<file path="src/rtl/kmp_stream_pattern_matcher_core_assert.svh">
// Assertion macros used by the pattern matcher top level.
`ifndef KMP_STREAM_PATTERN_MATCHER_CORE_ASSERT_SVH
`define KMP_STREAM_PATTERN_MATCHER_CORE_ASSERT_SVH

// Same-cycle implication, checked out of reset.
`define KMP_ASSERT_IMPL(label, clk, rst, ante, cons, msg) \
  label: assert property (@(posedge clk) disable iff (rst) (ante) |-> (cons)) \
    else $error(msg);

// Next-cycle implication, checked out of reset.
`define KMP_ASSERT_NEXT(label, clk, rst, ante, cons, msg) \
  label: assert property (@(posedge clk) disable iff (rst) (ante) |=> (cons)) \
    else $error(msg);

`endif

</file>
<file path="src/rtl/kmp_pkg.sv">
// Types and constants of the stream pattern matcher.
`default_nettype none

package kmp_pkg;

  localparam int DATA_W    = 8;
  localparam int LEN_W     = 4;
  localparam int PAT_W     = 64;
  localparam int MS_W      = 10;
  localparam int OUT_W     = 16;
  localparam int CFG_IDX_W = 2;

  localparam logic [CFG_IDX_W-1:0] REG_PATTERN_BYTES  = 2'd0;
  localparam logic [CFG_IDX_W-1:0] REG_PATTERN_LENGTH = 2'd1;

  // "OK"
  localparam logic [PAT_W-1:0] RESET_PATTERN = 64'h0000_0000_0000_4B4F;
  localparam logic [LEN_W-1:0] RESET_LENGTH  = 4'd2;

  typedef struct packed {
    logic step;   // advance the match bit on this byte
    logic clear;  // drop all partial matches
  } cell_ctrl_t;

endpackage

`default_nettype wire

</file>
<file path="src/rtl/kmp_cell.sv">
// One matcher cell: compares one pattern position and holds its prefix match bit.
`default_nettype none

module kmp_cell (
  input  wire                            clk,
  input  wire                            rst,
  input  kmp_pkg::cell_ctrl_t            ctrl,
  input  wire  [kmp_pkg::DATA_W-1:0]     data_byte,
  input  wire  [kmp_pkg::DATA_W-1:0]     pat_byte,
  input  wire                            prev_match,
  output logic                           match_next,
  output logic                           match
);

  // prefix ending at this position matches if the shorter prefix matched
  // up to the previous byte and this byte equals our pattern byte
  assign match_next = prev_match && (data_byte == pat_byte);

  always_ff @(posedge clk) begin
    if (rst) begin
      match <= 1'b0;
    end else if (ctrl.clear) begin
      match <= 1'b0;
    end else if (ctrl.step) begin
      match <= match_next;
    end
  end

endmodule

`default_nettype wire

</file>
<file path="src/rtl/kmp_stream_pattern_matcher_core.sv">
// Top level of the streaming byte pattern matcher.
// Usage:
//   cfg channel: cfg_index 0 writes the pattern bytes (byte 0 in bits 7..0),
//   index 1 writes the pattern length (0 acts as 1, above MAX_PATTERN as
//   MAX_PATTERN). Other indexes are ignored. Write only while idle; each
//   write drops partial matches but keeps the buffer result.
//   s_* channel: one buffer byte per transfer, s_tlast on the last byte.
//   m_* channel: one result per input byte: found flag, first match start
//   offset, offset overflow flag.
// Throughput: each result is registered as its byte is accepted; a new byte
//   is taken every cycle unless a result is stalled. The rate is set by the row
//   of MAX_PATTERN cells, which all compare the byte in parallel and pass
//   their prefix match bits to the next cell each byte.
// Stall: while m_tvalid is high and m_tready low, s_tready is low and the
//   result holds.
// Reset: pattern "OK", length 2, no match progress, offset zero, no result
//   pending. No clearing pass is needed.
`default_nettype none
`include "kmp_stream_pattern_matcher_core_assert.svh"

module kmp_stream_pattern_matcher_core #(
  parameter int MAX_PATTERN  = 8,
  parameter int BUFFER_DEPTH = 1024
) (
  input  wire                                clk,
  input  wire                                rst,
  // config write channel
  input  wire                                cfg_valid,
  output logic                               cfg_ready,
  input  wire  [kmp_pkg::CFG_IDX_W-1:0]      cfg_index,
  input  wire  [kmp_pkg::PAT_W-1:0]          cfg_data,
  // input stream
  input  wire                                s_tvalid,
  output logic                               s_tready,
  input  wire  [kmp_pkg::DATA_W-1:0]         s_tdata,   // [7:0] data_byte
  input  wire                                s_tlast,   // end_of_buffer
  // result stream
  output logic                               m_tvalid,
  input  wire                                m_tready,
  output logic [kmp_pkg::OUT_W-1:0]          m_tdata    // [0] found, [10:1] match_start,
                                                        // [11] overflow, [15:12] zero
);

  localparam int OFF_W = $clog2(BUFFER_DEPTH + 1);
  localparam int SW    = (OFF_W > kmp_pkg::MS_W) ? OFF_W : kmp_pkg::MS_W;

  // configuration registers
  logic [kmp_pkg::PAT_W-1:0] pattern_bytes;
  logic [kmp_pkg::LEN_W-1:0] pattern_length;

  // buffer state
  logic [OFF_W-1:0]          byte_offset;
  logic                      found_flag;
  logic [kmp_pkg::MS_W-1:0]  first_match_start;
  logic                      offset_saturated;

  // result register
  logic                      out_found;
  logic [kmp_pkg::MS_W-1:0]  out_start;
  logic                      out_overflow;

  logic                      cfg_xfer;
  logic                      cfg_hit;
  logic                      in_xfer;
  logic                      saturated;
  logic                      search;
  logic                      hit;
  logic [kmp_pkg::LEN_W-1:0] n_eff;
  logic [SW-1:0]             start_full;
  logic [kmp_pkg::MS_W-1:0]  start_now;
  logic                      found_now;
  logic                      overflow_now;
  kmp_pkg::cell_ctrl_t       cell_ctrl;
  logic [MAX_PATTERN-1:0]    match_bits;
  logic [MAX_PATTERN-1:0]    match_next;

  assign cfg_ready = 1'b1;
  assign cfg_xfer  = cfg_valid && cfg_ready;
  assign cfg_hit   = cfg_xfer && ((cfg_index == kmp_pkg::REG_PATTERN_BYTES) ||
                                  (cfg_index == kmp_pkg::REG_PATTERN_LENGTH));

  assign s_tready = !m_tvalid || m_tready;
  assign in_xfer  = s_tvalid && s_tready;

  always_comb begin
    priority if (pattern_length == '0) begin
      n_eff = kmp_pkg::LEN_W'(1);
    end else if (pattern_length > kmp_pkg::LEN_W'(MAX_PATTERN)) begin
      n_eff = kmp_pkg::LEN_W'(MAX_PATTERN);
    end else begin
      n_eff = pattern_length;
    end
  end

  // bytes at or beyond the buffer depth are not searched
  assign saturated = (byte_offset >= OFF_W'(BUFFER_DEPTH));
  assign search    = in_xfer && !saturated && !found_flag;

  always_comb begin
    hit = 1'b0;
    for (int i = 0; i < MAX_PATTERN; i++) begin
      if (n_eff == kmp_pkg::LEN_W'(i + 1)) begin
        hit = search && match_next[i];
      end
    end
  end

  assign start_full   = SW'(byte_offset) + SW'(1) - SW'(n_eff);
  assign start_now    = hit ? start_full[kmp_pkg::MS_W-1:0] : first_match_start;
  assign found_now    = found_flag || hit;
  assign overflow_now = offset_saturated || saturated;

  // a config write or a buffer's last byte wins over a step; a completed match also restarts progress
  assign cell_ctrl.clear = cfg_hit || (in_xfer && s_tlast) || hit;
  assign cell_ctrl.step  = search;

  for (genvar g = 0; g < MAX_PATTERN; g++) begin : g_cell
    logic prev;
    if (g == 0) begin : g_head
      assign prev = 1'b1;
    end else begin : g_link
      assign prev = match_bits[g-1];
    end
    kmp_cell u_cell (
      .clk        (clk),
      .rst        (rst),
      .ctrl       (cell_ctrl),
      .data_byte  (s_tdata),
      .pat_byte   (pattern_bytes[kmp_pkg::DATA_W*g +: kmp_pkg::DATA_W]),
      .prev_match (prev),
      .match_next (match_next[g]),
      .match      (match_bits[g])
    );
  end

  always_ff @(posedge clk) begin
    if (rst) begin
      pattern_bytes  <= kmp_pkg::RESET_PATTERN;
      pattern_length <= kmp_pkg::RESET_LENGTH;
    end else if (cfg_xfer) begin
      unique case (cfg_index)
        kmp_pkg::REG_PATTERN_BYTES:  pattern_bytes  <= cfg_data;
        kmp_pkg::REG_PATTERN_LENGTH: pattern_length <= cfg_data[kmp_pkg::LEN_W-1:0];
        default: ;
      endcase
    end
  end

  always_ff @(posedge clk) begin
    if (rst) begin
      byte_offset       <= '0;
      found_flag        <= 1'b0;
      first_match_start <= '0;
      offset_saturated  <= 1'b0;
    end else if (in_xfer) begin
      if (s_tlast) begin
        byte_offset       <= '0;
        found_flag        <= 1'b0;
        first_match_start <= '0;
        offset_saturated  <= 1'b0;
      end else if (saturated) begin
        offset_saturated <= 1'b1;
      end else begin
        byte_offset <= byte_offset + OFF_W'(1);
        if (hit) begin
          found_flag        <= 1'b1;
          first_match_start <= start_now;
        end
      end
    end
  end

  always_ff @(posedge clk) begin
    if (rst) begin
      m_tvalid <= 1'b0;
    end else if (in_xfer) begin
      m_tvalid <= 1'b1;
    end else if (m_tready) begin
      m_tvalid <= 1'b0;
    end
  end

  always_ff @(posedge clk) begin
    if (in_xfer) begin
      out_found    <= found_now;
      out_start    <= found_now ? start_now : '0;
      out_overflow <= overflow_now;
    end
  end

  assign m_tdata = {4'b0000, out_overflow, out_start, out_found};

  `KMP_ASSERT_NEXT(a_restart_on_last, clk, rst, in_xfer && s_tlast,
    (byte_offset == '0) && !found_flag && !offset_saturated, "buffer state not restarted")
  `KMP_ASSERT_IMPL(a_offset_bound, clk, rst, 1'b1,
    byte_offset <= OFF_W'(BUFFER_DEPTH), "byte offset past buffer depth")
  `KMP_ASSERT_IMPL(a_no_progress_after_found, clk, rst, found_flag,
    match_bits == '0, "partial match kept after pattern found")
  `KMP_ASSERT_IMPL(a_start_zero_unfound, clk, rst, m_tvalid && !m_tdata[0],
    m_tdata[10:1] == '0, "match start set without a match")

endmodule

`default_nettype wire

</file>
<file path="config.mk">
export PLATFORM = sky130hd
export DESIGN_NAME = kmp_stream_pattern_matcher_core
export DESIGN_NICKNAME = d
export VERILOG_FILES = /design/src/rtl/kmp_pkg.sv /design/src/rtl/kmp_cell.sv /design/src/rtl/kmp_stream_pattern_matcher_core.sv
export VERILOG_INCLUDE_DIRS = /design/src /design/src/rtl
export SDC_FILE = /design/constraint.sdc
export NUM_CORES = 1
export LEC_CHECK = 0
export ABC_AREA = 1
export ABC_CLOCK_PERIOD_IN_PS = 4800
export BUFFER_PORTS_ARGS = -buffer_cell sky130_fd_sc_hd__buf_2
export CAP_MARGIN = 20
export CORE_ASPECT_RATIO = 1.4
export CORE_MARGIN = 2
export CORE_UTILIZATION = 45
export CTS_CLUSTER_DIAMETER = 40
export DETAILED_ROUTE_END_ITERATION = 8
export PLACE_DENSITY_LB_ADDON = 0.2
export SKIP_CTS_REPAIR_TIMING = 1
export SYNTH_ARGS = -nofsm -noshare
export SYNTH_HDL_FRONTEND = slang
export SYNTH_HIERARCHICAL = 1
export SYNTH_SLANG_ARGS = --single-unit
</file>
<file path="constraint.sdc">
create_clock -name clk -period 4.8 [get_ports clk]
set_input_delay 0.24 -clock clk [delete_from_list [all_inputs] [get_ports clk]]
set_output_delay 0.24 -clock clk [all_outputs]
set_load 0.05 [all_outputs]
</file>
### Word level (Yosys, flattened, before mapping)

Cells that the tools add are included.

* output and inout bits: 19
* logic and storage cells: 102
* register bits: 111
* input bits: 80

* eq/ne operators: 18
* reductions and logical operators: 40
* $add $sub $neg: 2
* order comparisons: 2
* mux-type cells: 23

Operators by type and width (number)
* 8-bit == test: 8
* 10-bit 2-to-1 mux: 4
* 11-bit 2-to-1 mux: 2
* 1-bit logical AND: 20
* 4-bit by 3-bit == test with 1-bit output (second input constant): 4
* 1-bit 2-to-1 mux: 15
* 11-bit by 1-bit adder with 11-bit output (second input constant): 1
* 11-bit greater-or-equal comparator (second input constant): 1
* 10-bit by 4-bit subtractor with 10-bit output: 1
* 4-bit by 2-bit == test with 1-bit output (second input constant): 2
* 4-bit 2-to-1 mux: 2
* 2-bit AND reduction: 4
* 1-bit logical OR: 6
* 2-bit nonzero test: 3
* 4-bit by 1-bit == test with 1-bit output (second input constant): 1
* 4-bit == test (second input constant): 1
* 4-bit greater-than comparator (second input constant): 1
* 4-bit logical NOT: 1
* 1-bit logical NOT: 3
* 3-bit AND reduction: 1
* 2-bit by 1-bit == test with 1-bit output (second input constant): 1
* 2-bit logical NOT: 1
* 2-bit != test (second input constant): 1
* 2-bit OR reduction: 1

### Logic depth before layout (Yosys ltp)

Gate-level depths: netlist (run 1).

* word-level depth: 18
* gate-level depth with buffers: 20
* mapped depth without buffers: 19

### By module

Netlist (run 1), hierarchy kept.

Modules (own cells, without submodules)
* kmp_stream_pattern_matcher_core: sequential area each 2202.1 um^2, cells an instance 586, instances 1, area each 4429.2 um^2
* kmp_cell: sequential area each 20.0 um^2, cells an instance 51, instances 8, area each 240.2 um^2

### Worst setup path before layout (run 1)

No wires, ideal clock.

* path type: flip-flop to flip-flop
* start: reg m_tvalid
* end: reg g_cell[0].u_cell.match
* path buffers: 1
* required time: 4731 ps
* cell stages (with the launch flop): 16
* path slack: 1996 ps
* setup time: 69 ps
* data arrival time: 2736 ps
* cell sequence: dfxtp_1 > nand2_1 > nand4_1 > inv_1 > nand2_1 > nand2_1 > nand2_1 > nand2_1 > nand2_2 > nand2_4 > inv_2 > buf_6 > nand3_1 > nor2_1 > o21ai_0 > a21oi_2

RTL lines
* start, declared: RTL line kmp_stream_pattern_matcher_core.sv:38 `output logic m_tvalid,`
* start signal, assigned: RTL line kmp_stream_pattern_matcher_core.sv:175 `m_tvalid <= 1'b0;`
* start signal, assigned: RTL line kmp_stream_pattern_matcher_core.sv:177 `m_tvalid <= 1'b1;`
* start signal, assigned: RTL line kmp_stream_pattern_matcher_core.sv:179 `m_tvalid <= 1'b0;`
* end signal, assigned: RTL line kmp_cell.sv:25 `match <= match_next;`
* end, declared: RTL line kmp_cell.sv:12 `output logic match`

==> results.tsv, run 1 <==
stage	metric	value	unit
route	first_pass_iters	5	
floorplan	dieArea	14900	um2
floorplan	die_w	104	um
route	drtIter0Drc	218	
final_layout	finalNetCount	1136	
grt	grt_use_total	0.221	
clock_network	clockBufferDepth	2	
worst_setup_path	critPathCaptureType	flop	
route	ant_nets	0	
worst_setup_path	crit_fanout	17	
floorplan	die_h	143	um
pwr	power.density	302	nW/um2
worst_setup_path	cp_slowest_stage_delay	560	ps
pwr	power.leakage	3.54	nW
synthesis	netlist_instances	974	
floorplan	core_area	13700	um2
timing	setup_viol	0	
worst_setup_path	start_kind	flop	
pwr	power	0.00216	W
route	vias	6023	
final_layout	final_area	7150	um2
timing	final.setup.tns	0	ps
pwr	power_frac_seq	0.466	
pwr	p_int	0.00151	W
run	max-cap-violations	0	
floorplan	io_pins	99	
timing	relSlewSlack	0.442	
timing	period_minus_slack	3030	ps
grt	overflow	0	
timing	timing.fmax	331	MHz
route	viasPerCell	4.86	
synthesis	syn_avg_cell_area	6.42	um2
hold_path	worstHoldPathCells	3	
worst_setup_path	crit_cells	10	
route	wl	15800	um
grt	antenna_found_initial	0	
worst_setup_path	ff2ff_setup_slack	1770	ps
timing	slew_viol_final	0	
pwr	p_comb_frac	0.158	
place	portBuffers	93	
worst_setup_path	required	5030	ps
pwr	p_sw	0.000643	W
run_status	status	complete, no violations	
place	dp_hpwl	11500	um
synthesis	syn-cell-area	6250	um2
timing	skew	9.56	ps
worst_setup_path	cpLargestDelayFamily	simple AND/OR/NAND/NOR gates	
worst_setup_path	critPathKind	reg -> reg	
grt	grt_max_degree	66	
grt	grt_pass1_vias	5711	
clock_network	clock-sinks	111	
floorplan	start_util	0.456	
clock_network	clock_latency	360	ps
clock_network	cts_root_buf	clkbuf_16	
timing	hold_viol	0	
clock_network	cts_tree	done	
worst_setup_path	reg2reg_depth	10	
route	drc	0	
worst_setup_path	cp_slowest_cell	nand3_1	
worst_setup_path	cp.arrival	3260	ps
worst_setup_path	worstPathCellList	inv_1, nand4_1, inv_1, nand3_1, nand2_4, inv_2, nand3_1, nor2_1, o21ai_0, a21oi_2	
final_layout	area_delta_synth_final	14.4	%
floorplan	rows	51	
final_layout	num_antenna_cells	0	
timing	setup_ws	1770	ps
pwr	pwr-share-clk	0.375	
synthesis	yosysWarnings	6	
final_layout	num-fill-cells	1443	
clock_network	ctsHtreeMaxLevel	3	
final_layout	drive_gt1_frac	0.132	
worst_setup_path	path_buf_inv	3	
place	gp_congestion	0.864	
timing	min_period_over_period	0.630	
place	place_area	6810	um2
timing	rsz0062_at_grt	no	
place	preCtsSetupSlack	1880	ps
clock_network	clkTransAtPathRegs	80	ps
pwr	vdd_ir_drop_max	0.000157	V
clock_network	cts_buffers	9	
hold_path	hold_class	in -> reg	
route	wl_per_cell	12.7	um
grt	grt_pass1_wl	26500	um
timing	whs	89.8	ps
pwr	p_sw_frac	0.298	
timing	tightest_slew	836	ps
## area by class of cell
| type | instances | area [um2] | share of cell area |
|---|---|---|---|
| clock buffer | 9 | 225 | 0.0315 |
| inverter | 160 | 601 | 0.0840 |
| clock inverter | 7 | 97.6 | 0.0137 |
| multi-input combinational | 672 | 3150 | 0.441 |
| timing repair buffer | 96 | 500 | 0.0700 |
| tap | 185 | 231 | 0.0324 |
| sequential | 111 | 2340 | 0.328 |
## sequential cells by signal, summed over array words and instances, names as in the netlist
register             cells
out_start               10
g_cell.u_cell/match      7
m_tvalid                 1
pattern_bytes           64
pattern_length           4
out_overflow             1
out_found                1
byte_offset             11
found_flag               1
offset_saturated         1
first_match_start       10
## cells in the final DEF, fill, tap and decap left out, types with 9 or more instances in the layout
| master | instances |
|---|---|
| o21ai_0 | 67 |
| a21oi_1 | 36 |
| nor3_1 | 11 |
| inv_1 | 154 |
| dfxtp_1 | 99 |
| nand2_1 | 230 |
| nor2_1 | 162 |
| buf_2 | 93 |
| clkbuf_16 | 9 |
| edfxtp_1 | 12 |
| nand4_1 | 33 |
| xnor2_1 | 19 |
| nand3_1 | 50 |
## power groups by stage
stage | Sequential (W) | Clock (W) | Combinational, W
after floorplan | 0.00104 | 0 | 0.000222
after detailed placement | 0.00103 | 0 | 0.000341
after CTS | 0.00101 | 0.000825 | 0.000343
final | 0.00101 | 0.000810 | 0.000341
after global routing | 0.00101 | 0.000866 | 0.000391
after global placement | 0.00103 | 0 | 0.000339
## worst register-to-register path, stage by stage (launching register included)
cell,delay (ps)
dfxtp_1,450
inv_1,150
nand4_1,210
inv_1,520
nand3_1,560
nand2_4,340
inv_2,150
nand3_1,260
nor2_1,80
o21ai_0,110
a21oi_2,40
## layer usage
| layer | routed length (um) | global-route usage | vias to the layer above |
|---|---|---|---|
| li1 | - | - | 3187 |
| met4 | 540 | 0.100 | 0 |
| met2 | 8190 | 0.413 | 127 |
| met5 | 0 | 0 | - |
| met3 | 471 | 0.0399 | 33 |
| met1 | 6580 | 0.245 | 2676 |
## per-stage QoR
stage / instances / utilization
after detailed placement: 1223 / 0.496
after global routing: 1240 / 0.521
final: 1240 / 0.521
after global placement: 1223 / 0.496
after floorplan: 979 / -
after CTS: 1239 / 0.520
## path summary, 6_finish.rpt
path	startpoint	end
worst min-delay path	cfg_data[6]	pattern_bytes[6]
worst max-delay path	found_flag	g_cell[2].u_cell/match
worst min register to register	offset_saturated	offset_saturated
worst max register to register	found_flag	g_cell[2].u_cell/match
Power figures use the tool's default switching activity.
==> inputs of run 2 (changes only) <==
Settings changed: ABC_AREA 1 to 0, ABC_CLOCK_PERIOD_IN_PS 4800 to 2900.
Clock period 4.8 ns to 2.9 ns, I/O delays scaled along.
==> results.tsv, run 2 <==
stage	metric	value	unit	change
place	portBuffers	93		unchanged
grt	grt_max_degree	65		-1.5%
synthesis	yosysWarnings	6		unchanged
hold_path	hold_class	in -> reg		
clock_network	clkTransAtPathRegs	70	ps	about the same
route	route.met3.wl	552	um	+17%
floorplan	die_h	136	um	-4.9%
route	ant_nets	0		unchanged
worst_setup_path	reg2reg_depth	14		+4
floorplan	io_pins	99		unchanged
route	wl_met2	7650	um	-6.5%
worst_setup_path	crit_fanout	7		-10
timing	setup_viol	0		unchanged
timing	slew_viol_final	0		unchanged
synthesis	syn-cell-area	5640	um2	-9.8%
timing	min_period_over_period	0.946		+0.316
final_layout	num-fill-cells	1195		-17%
final_layout	fin_cells	914		-26%
final_layout	drive_gt1_frac	0.228		+0.0960
clock_network	clock_latency	350	ps	about the same
route	wl_per_cell	15.4	um	+21%
final_layout	final_common_cell	nand2_1		
timing	relSlewSlack	0.475		+0.0333
timing	whs	5.74	ps	-84.0 ps
place	dpl.cell_count	893		-27%
clock_network	clock-sinks	111		unchanged
route	drtIter0Drc	187		-14%
place	dp_hpwl	10300	um	-10%
grt	overflow	0		unchanged
floorplan	core_area	12300	um2	-11%
clock_network	cts_buffers	9		unchanged
clock_network	ctsHtreeMaxLevel	3		unchanged
run_status	status	complete, no violations		
grt	antenna_found_initial	0		unchanged
hold_path	worstHoldPathCells	3		unchanged
worst_setup_path	cp.arrival	3020	ps	-240 ps
worst_setup_path	critPathCaptureType	flop		
worst_setup_path	start_kind	flop		
pwr	vdd_ir_drop_max	0.000298	V	+90%
clock_network	cts_root_buf	clkbuf_16		
final_layout	largest_register_ffs	64		unchanged
run	max-cap-violations	0		unchanged
final_layout	top_regs	pattern_bytes x64, byte_offset x11		
route	drc	0		unchanged
route	first_pass_iters	4		-1
route	viasPerCell	5.35		+10%
timing	hold_viol	0		unchanged
worst_setup_path	required	3180	ps	-1850 ps
clock_network	cts_tree	done		
final_layout	fin_util	0.548		+0.0274
grt	grt_pass1_vias	4852		-15%
floorplan	start_util	0.460		+0.00453
synthesis	syn_avg_cell_area	8.39	um2	+31%
grt	grt_pass1_wl	23000	um	-13%
floorplan	dieArea	13500	um2	-9.5%
timing	final.setup.tns	0	ps	unchanged
final_layout	finalNetCount	845		-26%
timing	tightest_slew	782	ps	-54.3 ps
worst_setup_path	critPathKind	reg -> reg		
final_layout	final_cell_mix	nand2_1, dfxtp_1, buf_2		
floorplan	rows	48		-5.9%
final_layout	num_antenna_cells	0		unchanged
final_layout	area_delta_synth_final	19.2	%	
synthesis	netlist_instances	672		-31%
pwr	power.leakage	2.58	nW	-27%
timing	skew	10.4	ps	+0.832 ps
clock_network	clockBufferDepth	2		unchanged
route	wl_met1	5700	um	-13%
route	top_layer_used	met4		
pwr	power	0.00344	W	+59%
pwr	power.density	512	nW/um2	+70%
route	wl	14100	um	-11%
timing	period_minus_slack	2740	ps	-281 ps
place	gp_congestion	0.821		-5.0%
final_layout	regMostFlops	pattern_bytes		
grt	grt_use_total	0.213		-0.00868
timing	timing.fmax	364	MHz	+10%
route	vias	4889		-19%
floorplan	die_w	98.6	um	-4.8%
## run 2: routing by layer
metal / GRT usage / vias up
met1: 0.240 / 2299
met2: 0.410 / 106
met3: 0.0334 / 17
met4: 0.0586 / 0
met5: 0 / -
li1: - / 2467
## run 2: report_power, final
part / switching [W] / internal (W)
clock: 0.000587 / 0.000706
combinational: 0.000322 / 0.000193
sequential: 0.0000338 / 0.00160
total: 0.000942 / 0.00250
## run 2: area by class of cell
cell class | count | area (um2) | share of cell area
multi-input combinational | 509 | 3190 | 0.474
sequential | 111 | 2350 | 0.350
timing repair buffer | 112 | 628 | 0.0935
clock buffer | 11 | 243 | 0.0361
tap | 150 | 188 | 0.0279
clock inverter | 5 | 65.1 | 0.00968
inverter | 16 | 60.1 | 0.00894
## run 2: metrics by stage
stage	area (um2)	worst slack (ps)
2_1_floorplan	5740	67.1
3_3_place_gp	6320	111
3_5_place_dp	6320	19.9
4_1_cts	6630	28.1
5_1_grt	6720	-4.30
6_report	6720	156
## run 2: critical path, cell delays in order, from the launching register on
cell      delay [ps]
dfxtp_2          340
xor2_1           140
a21oi_1           50
nand4_1          120
nor4_2            70
nor4bb_2         180
a211o_1          250
o211a_1          140
o21a_1           230
nor2_4           120
nand3_4          210
nor2_4           230
nand2_8           50
or4_4            410
o21ai_2          140
## run 2: path summary, 6_finish.rpt
kind | slack (ps) | endpoint | start
setup / recovery | 160 | g_cell[5].u_cell/match | pattern_bytes[24]
hold / removal | 6 | pattern_bytes[11] | cfg_data[11]
setup reg to reg | 160 | g_cell[5].u_cell/match | pattern_bytes[24]
hold reg to reg | 470 | pattern_bytes[24] | pattern_bytes[24]
